### src/esk_pkg.sv
// Shared types and operation codes for the event stack with key removal.
`default_nettype none
package esk_pkg;

    typedef enum logic [1:0] {
        OP_PUSH   = 2'd0,
        OP_POP    = 2'd1,
        OP_REMOVE = 2'd2,
        OP_NONE   = 2'd3
    } op_t;

    typedef struct packed {
        logic [3:0]  kind;
        logic [7:0]  channel;
        logic [15:0] key;
        logic [63:0] stamp;
        logic [31:0] word_a;
        logic [31:0] word_b;
        logic [31:0] word_c;
        logic [31:0] word_d;
    } event_t;

    typedef enum logic [2:0] {
        ST_IDLE = 3'b001,
        ST_SCAN = 3'b010,
        ST_DONE = 3'b100
    } state_t;

    localparam int unsigned FILL_W = 5;

endpackage
`default_nettype wire

### src/esk_ram.sv
// Generic single-write, single-read RAM with registered read data.
`default_nettype none
module esk_ram #(
    parameter int unsigned WIDTH = 8,
    parameter int unsigned DEPTH = 16,
    localparam int unsigned AW = (DEPTH > 1) ? $clog2(DEPTH) : 1
) (
    input  wire logic             clk,
    input  wire logic             wr_en,
    input  wire logic [AW-1:0]    wr_addr,
    input  wire logic [WIDTH-1:0] wr_data,
    input  wire logic             rd_en,
    input  wire logic [AW-1:0]    rd_addr,
    output logic      [WIDTH-1:0] rd_data
);

    logic [WIDTH-1:0] mem [DEPTH];

    always_ff @(posedge clk)
    begin
        if (wr_en)
        begin
            mem[wr_addr] <= wr_data;
        end
        if (rd_en)
        begin
            rd_data <= mem[rd_addr];
        end
    end

endmodule
`default_nettype wire

### src/event_stack_with_key_removal_top.sv
// Event stack with key removal: sequencer, key comparator, slot RAM and result register.
// Push and pop pass to the done state, which registers their result when the output is free.
// Remove scans the stored events through one RAM read port and one key comparator,
// writing every event whose key does not match back in order, then registers its result.
// One operation is in flight at a time; the next beat is accepted in the cycle after the result
// is registered, and a stalled result holds the sequencer until the output register is free.
// Reset (rst_n low, asynchronous) empties the stack; slot contents need no clearing pass.
`default_nettype none
module event_stack_with_key_removal_top #(
    parameter int unsigned STACK_DEPTH = 16
) (
    input  wire logic        clk,
    input  wire logic        rst_n,
    input  wire logic        in_valid,
    output logic             in_ready,
    input  wire logic [1:0]  operation,
    input  wire logic [3:0]  event_kind,
    input  wire logic [7:0]  event_channel,
    input  wire logic [15:0] event_key,
    input  wire logic [63:0] event_stamp,
    input  wire logic [31:0] value_a,
    input  wire logic [31:0] value_b,
    input  wire logic [31:0] value_c,
    input  wire logic [31:0] value_d,
    output logic             out_valid,
    input  wire logic        out_ready,
    output logic             popped_valid,
    output logic [3:0]       out_kind,
    output logic [7:0]       out_channel,
    output logic [15:0]      out_key,
    output logic [63:0]      out_stamp,
    output logic [31:0]      out_value_a,
    output logic [31:0]      out_value_b,
    output logic [31:0]      out_value_c,
    output logic [31:0]      out_value_d,
    output logic [4:0]       fill_level,
    output logic             push_dropped
);
    import esk_pkg::*;

    localparam int unsigned CW = $clog2(STACK_DEPTH + 1);
    localparam int unsigned AW = (STACK_DEPTH > 1) ? $clog2(STACK_DEPTH) : 1;
    localparam int unsigned EW = $bits(event_t);

    state_t          state_reg, state_next;
    logic [CW-1:0]   count_reg, count_next;
    logic [CW-1:0]   rd_idx_reg, rd_idx_next;
    logic [CW-1:0]   keep_reg, keep_next;
    logic            pend_reg, pend_next;
    logic            popped_reg, popped_next;
    logic            dropped_reg, dropped_next;
    logic [15:0]     key_reg, key_next;

    logic            out_valid_reg, out_valid_next;
    event_t          out_event_reg, out_event_next;
    logic            out_popped_reg, out_popped_next;
    logic            out_dropped_reg, out_dropped_next;
    logic [4:0]      out_fill_reg, out_fill_next;

    logic            ram_wr_en;
    logic [AW-1:0]   ram_wr_addr;
    event_t          ram_wr_data;
    logic            ram_rd_en;
    logic [AW-1:0]   ram_rd_addr;
    event_t          ram_rd_data;
    event_t          in_event;
    logic            accept;
    logic            key_match;
    logic [CW-1:0]   count_dec;

    assign in_event = '{kind: event_kind, channel: event_channel, key: event_key,
                        stamp: event_stamp, word_a: value_a, word_b: value_b,
                        word_c: value_c, word_d: value_d};

    assign in_ready  = (state_reg == ST_IDLE);
    assign accept    = in_valid && in_ready;
    assign key_match = (ram_rd_data.key == key_reg);
    assign count_dec = count_reg - CW'(1);

    esk_ram #(
        .WIDTH (EW),
        .DEPTH (STACK_DEPTH)
    ) u_ram (
        .clk     (clk),
        .wr_en   (ram_wr_en),
        .wr_addr (ram_wr_addr),
        .wr_data (ram_wr_data),
        .rd_en   (ram_rd_en),
        .rd_addr (ram_rd_addr),
        .rd_data (ram_rd_data)
    );

    always_comb
    begin
        state_next       = state_reg;
        count_next       = count_reg;
        rd_idx_next      = rd_idx_reg;
        keep_next        = keep_reg;
        pend_next        = pend_reg;
        popped_next      = popped_reg;
        dropped_next     = dropped_reg;
        key_next         = key_reg;
        out_valid_next   = out_valid_reg && !out_ready;
        out_event_next   = out_event_reg;
        out_popped_next  = out_popped_reg;
        out_dropped_next = out_dropped_reg;
        out_fill_next    = out_fill_reg;
        ram_wr_en        = 1'b0;
        ram_wr_addr      = count_reg[AW-1:0];
        ram_wr_data      = in_event;
        ram_rd_en        = 1'b0;
        ram_rd_addr      = count_dec[AW-1:0];

        unique case (state_reg)
            ST_IDLE:
            begin
                if (accept)
                begin
                    key_next     = event_key;
                    popped_next  = 1'b0;
                    dropped_next = 1'b0;
                    rd_idx_next  = '0;
                    keep_next    = '0;
                    pend_next    = 1'b0;
                    state_next   = ST_DONE;
                    unique case (op_t'(operation))
                        OP_PUSH:
                        begin
                            if (count_reg < CW'(STACK_DEPTH))
                            begin
                                ram_wr_en  = 1'b1;
                                count_next = count_reg + CW'(1);
                            end
                            else
                            begin
                                dropped_next = 1'b1;
                            end
                        end
                        OP_POP:
                        begin
                            if (count_reg != '0)
                            begin
                                ram_rd_en   = 1'b1;
                                count_next  = count_dec;
                                popped_next = 1'b1;
                            end
                        end
                        OP_REMOVE:
                        begin
                            state_next = ST_SCAN;
                        end
                        OP_NONE:
                        begin
                            state_next = ST_DONE;
                        end
                    endcase
                end
            end
            ST_SCAN:
            begin
                if (pend_reg && !key_match)
                begin
                    ram_wr_en   = 1'b1;
                    ram_wr_addr = keep_reg[AW-1:0];
                    ram_wr_data = ram_rd_data;
                    keep_next   = keep_reg + CW'(1);
                end
                if (rd_idx_reg < count_reg)
                begin
                    ram_rd_en   = 1'b1;
                    ram_rd_addr = rd_idx_reg[AW-1:0];
                    rd_idx_next = rd_idx_reg + CW'(1);
                    pend_next   = 1'b1;
                end
                else
                begin
                    pend_next = 1'b0;
                end
                if (!pend_reg && (rd_idx_reg == count_reg))
                begin
                    count_next = keep_reg;
                    state_next = ST_DONE;
                end
            end
            ST_DONE:
            begin
                if (!out_valid_reg || out_ready)
                begin
                    out_valid_next   = 1'b1;
                    out_event_next   = popped_reg ? ram_rd_data : '0;
                    out_popped_next  = popped_reg;
                    out_dropped_next = dropped_reg;
                    out_fill_next    = FILL_W'(count_reg);
                    state_next = ST_IDLE;
                end
            end
            default:
            begin
                state_next = ST_IDLE;
            end
        endcase
    end

    always_ff @(posedge clk or negedge rst_n)
    begin
        if (!rst_n)
        begin
            state_reg     <= ST_IDLE;
            count_reg     <= '0;
            rd_idx_reg    <= '0;
            keep_reg      <= '0;
            pend_reg      <= 1'b0;
            popped_reg    <= 1'b0;
            dropped_reg   <= 1'b0;
            out_valid_reg <= 1'b0;
        end
        else
        begin
            state_reg     <= state_next;
            count_reg     <= count_next;
            rd_idx_reg    <= rd_idx_next;
            keep_reg      <= keep_next;
            pend_reg      <= pend_next;
            popped_reg    <= popped_next;
            dropped_reg   <= dropped_next;
            out_valid_reg <= out_valid_next;
        end
    end

    always_ff @(posedge clk)
    begin
        key_reg         <= key_next;
        out_event_reg   <= out_event_next;
        out_popped_reg  <= out_popped_next;
        out_dropped_reg <= out_dropped_next;
        out_fill_reg    <= out_fill_next;
    end

    assign out_valid    = out_valid_reg;
    assign popped_valid = out_popped_reg;
    assign out_kind     = out_event_reg.kind;
    assign out_channel  = out_event_reg.channel;
    assign out_key      = out_event_reg.key;
    assign out_stamp    = out_event_reg.stamp;
    assign out_value_a  = out_event_reg.word_a;
    assign out_value_b  = out_event_reg.word_b;
    assign out_value_c  = out_event_reg.word_c;
    assign out_value_d  = out_event_reg.word_d;
    assign fill_level   = out_fill_reg;
    assign push_dropped = out_dropped_reg;

endmodule
`default_nettype wire

### config.mk
export PLATFORM = sky130hd
export DESIGN_NAME = event_stack_with_key_removal_top
export DESIGN_NICKNAME = d
export VERILOG_FILES = /design/src/esk_pkg.sv /design/src/esk_ram.sv /design/src/event_stack_with_key_removal_top.sv
export SDC_FILE = /design/constraint.sdc
export NUM_CORES = 2
export LEC_CHECK = 0
export BUFFER_PORTS_ARGS = -buffer_cell sky130_fd_sc_hd__buf_2
export CORE_ASPECT_RATIO = 0.75
export CORE_UTILIZATION = 40
export DETAILED_ROUTE_END_ITERATION = 8
export GPL_TIMING_DRIVEN = 0
export PLACE_DENSITY_LB_ADDON = 0.3
export SLEW_MARGIN = 20
export SYNTH_ARGS = -nofsm -noshare
export SYNTH_HDL_FRONTEND = slang
export SYNTH_SLANG_ARGS = --single-unit
### constraint.sdc
create_clock -name clk -period 37.9 [get_ports clk]
set_input_delay 7.58 -clock clk [delete_from_list [all_inputs] [get_ports clk]]
set_output_delay 7.58 -clock clk [all_outputs]
set_load 0.03 [all_outputs]
==> out/metrics.csv <==
stage,metric,value,unit
run_status,status,completed,
timing,period_share,27.3,%
timing,hold_violations,0,
grt,antenna_found_initial,36,
worst_setup_path,critPathMaxFanout,18,
worst_setup_path,worstSetupPathType,in2reg,
clock_tree,cts-root-buf,clkbuf_16,
layout,drive_gt1_share,22.3,%
synth,synthTopCellsByArea,"edfxtp_1, mux4_2, nand2_1, mux2_2, mux2i_1",
timing,worstMarginPinSlew,1280,ps
route,remaining_drc_errors,0,
worst_setup_path,start_kind,primary input,
synth,synth.most_common_cell,edfxtp_1,
synth,synth_cell_types,56,
run,drv_cap,0,
power,combPwrFrac,37.5,%
synth,avgSynthCellArea,17.8,sq um
synth,ys_seq_area_share,78.5,%
synth,syn_area,0.153,sq mm
route,antenna_left,0,
clock_tree,cts_tree,built,
synth,synth_mux_area_share,8.85,%
placed_design,port_buffers,454,
timing,setup_viol,0,
synth,yosys.area.top_type,edfxtp_1,
synth,synth_top_family_by_area,multiplexers,
layout,area_delta_synth_final,18.1,%
timing,rsz0062_at_grt,false,
route,dr.pass1.iters,8,
synth,syn_nets,8821,
clock_tree,post_cts_resized,0,
power,clkPwrFrac,26.6,%
placed_design,dp_hpwl,326000,um
floorplanning,coreArea,0.381,sq mm
timing,max_freq,96.8,MHz
clock_tree,clockBufferDepth,4,
route,wl_per_cell,31.4,um
synth,synth-compound-area-share,4.00,%
timing,min_period,10330,ps
layout,num-nets-final,9931,
clock_tree,holdBufCountCts,0,
power,swShare,38.4,%
synth,async_reset_ff_share,0.549,%
power,p_leak,0.0598,uW
floorplanning,die_area,0.385,sq mm
clock_tree,post_cts_buffers,0,
synth,synth_edf_count,3983,
clock_tree,h-tree-depth,5,
floorplanning,start_util,40.2,%
floorplanning,fp.dieW,716,um
grt,grt_max_degree,49,
timing,maxSlewHeadroom,11.9,%
grt,grt.overflow.total,0,
route,wirelength,474000,um
worst_setup_path,worst_ep_required_time,38540,ps
layout,largest-register,u_ram.mem,
floorplanning,rows,196,
clock_tree,numCtsBuffers,392,
synth,synth_warnings,0,
worst_hold_path,min_path_type,reg2reg,
route,num_vias,87357,
grt,track_usage,24.0,%
power,p_int,8990,uW
synth,synthTopCellsByCount,"edfxtp_1, nand2_1, mux4_2, nand3_1, buf_2",
synth,synth-simple-area-share,6.78,%
synth,ys_ff_latch,4005,
timing,fin_skew,95.1,ps
floorplanning,io_pins,455,
route,viasPerCell,5.79,
synth,synth-xor-area-share,0.137,%
placed_design,post-place-ws,26710,ps
timing,finalMaxSlewViolations,0,
clock_tree,clkTransAtPathRegs,60,ps
grt,grt_pass1_vias,84655,
power,seqPwrFrac,35.9,%
worst_setup_path,cp.arrival,10970,ps
power,peakVddDrop,0.0547,mV
power,power_density,80.7,mW/mm^2
timing,finalWorstSetupSlack,27570,ps
clock_tree,clk_latency,1010,ps
worst_setup_path,end_kind,register,
power,p_switching,5600,uW
timing,tns,0,ps
route,drtIter0Drc,12729,
synth,synth_fa_ha_area_share,0.0817,%
clock_tree,cts.sinks,4005,
placed_design,gp_congestion,0.848,
synth,ys.flop_type,edfxtp_1,
synth,syn-instance-count,8585,
grt,grt_pass1_wl,653000,um
floorplanning,die_y,538,um
synth,synth.top_cell.area_share,78.1,%
layout,largest_reg_flops,3520,
==> worst max-delay path: stages <==
cell,delay [ps]
buf_2,140
nor4_1,650
a32oi_1,520
nor2_4,790
buf_16,250
buf_16,190
buf_12,200
buf_16,190
buf_16,170
buf_12,200
==> kinds of logic after synthesis <==
family          count (synthesis)
compound gates                852
flops                        4005
fa+ha+maj                      10
xor+xnor                       24
simple gates                 2314
buf+inv                       536
mux                           844
==> layout make-up <==
cell class / count / area (sq um)
clock buffer: 477 / 10200
tap: 5049 / 6320
sequential: 4005 / 120000
fill: 31517 / 200000
inverter: 13 / 48.8
clock inverter: 228 / 2440
timing repair buffer: 716 / 8380
antenna: 34 / 85.1
buffer: 523 / 2550
multi-input combinational: 4044 / 30500
==> routing by layer <==
metal	global-route usage (%)	vias up	wire [um]
met4	10.3	12	22300
li1	-	36270	-
met3	5.14	824	50200
met1	33.4	44998	188000
met5	0	-	95
met2	36.8	5253	213000
==> layout by cell type, fill, tap and decap left out, types with 221 or more instances in the layout <==
cell type	instances
clkbuf_16	396
edfxtp_1	3983
clkbuf_1	263
and2_1	221
nand2_1	1417
buf_2	695
mux2i_1	235
mux4_2	384
mux2_2	224
nand3_1	350
==> per-stage QoR <==
stage          area (sq um)  power (uW)  utilization [%]  hold WS, ps  instances
2_1_floorplan        153000        8310                -          423       8585
3_3_place_gp         162000       10600             42.5          466      14088
3_5_place_dp         168000       10700             44.1          464      14350
4_1_cts              181000       14600             47.5          478      15055
5_1_grt              181000       15100             47.5          486      15057
6_report             181000       14600             47.5          477      15089
==> final timing paths <==
path | startpoint | endpoint | cells past startpoint | slack (ps)
worst max-delay path | operation[0] | u_ram.mem[13][130]$_DFFE_PP_ | 10 | 27570
worst min-delay path | dropped_reg$_DFFE_PN0P_ | push_dropped$_DFFE_PP_ | 0 | 480
worst max register to register | u_ram.rd_data[193]$_DFFE_PP_ | u_ram.mem[13][130]$_DFFE_PP_ | 14 | 31220
worst min register to register | dropped_reg$_DFFE_PN0P_ | push_dropped$_DFFE_PP_ | 0 | 480
max in group asynchronous | rst_n | rd_idx_reg[4]$_DFFE_PN0P_ | 1 | 30930
min in group asynchronous | rst_n | out_valid$_DFF_PN0_ | 1 | 6600
==> power groups by stage <==
stage          combinational, uW  sequential (uW)  clock, uW
2_1_floorplan               2960             5350          0
4_1_cts                     5430             5230       3930
5_1_grt                     5720             5240       4090
3_5_place_dp                5390             5320          0
3_3_place_gp                5220             5390          0
6_report                    5480             5230       3880
Power figures use the tool's default switching activity.
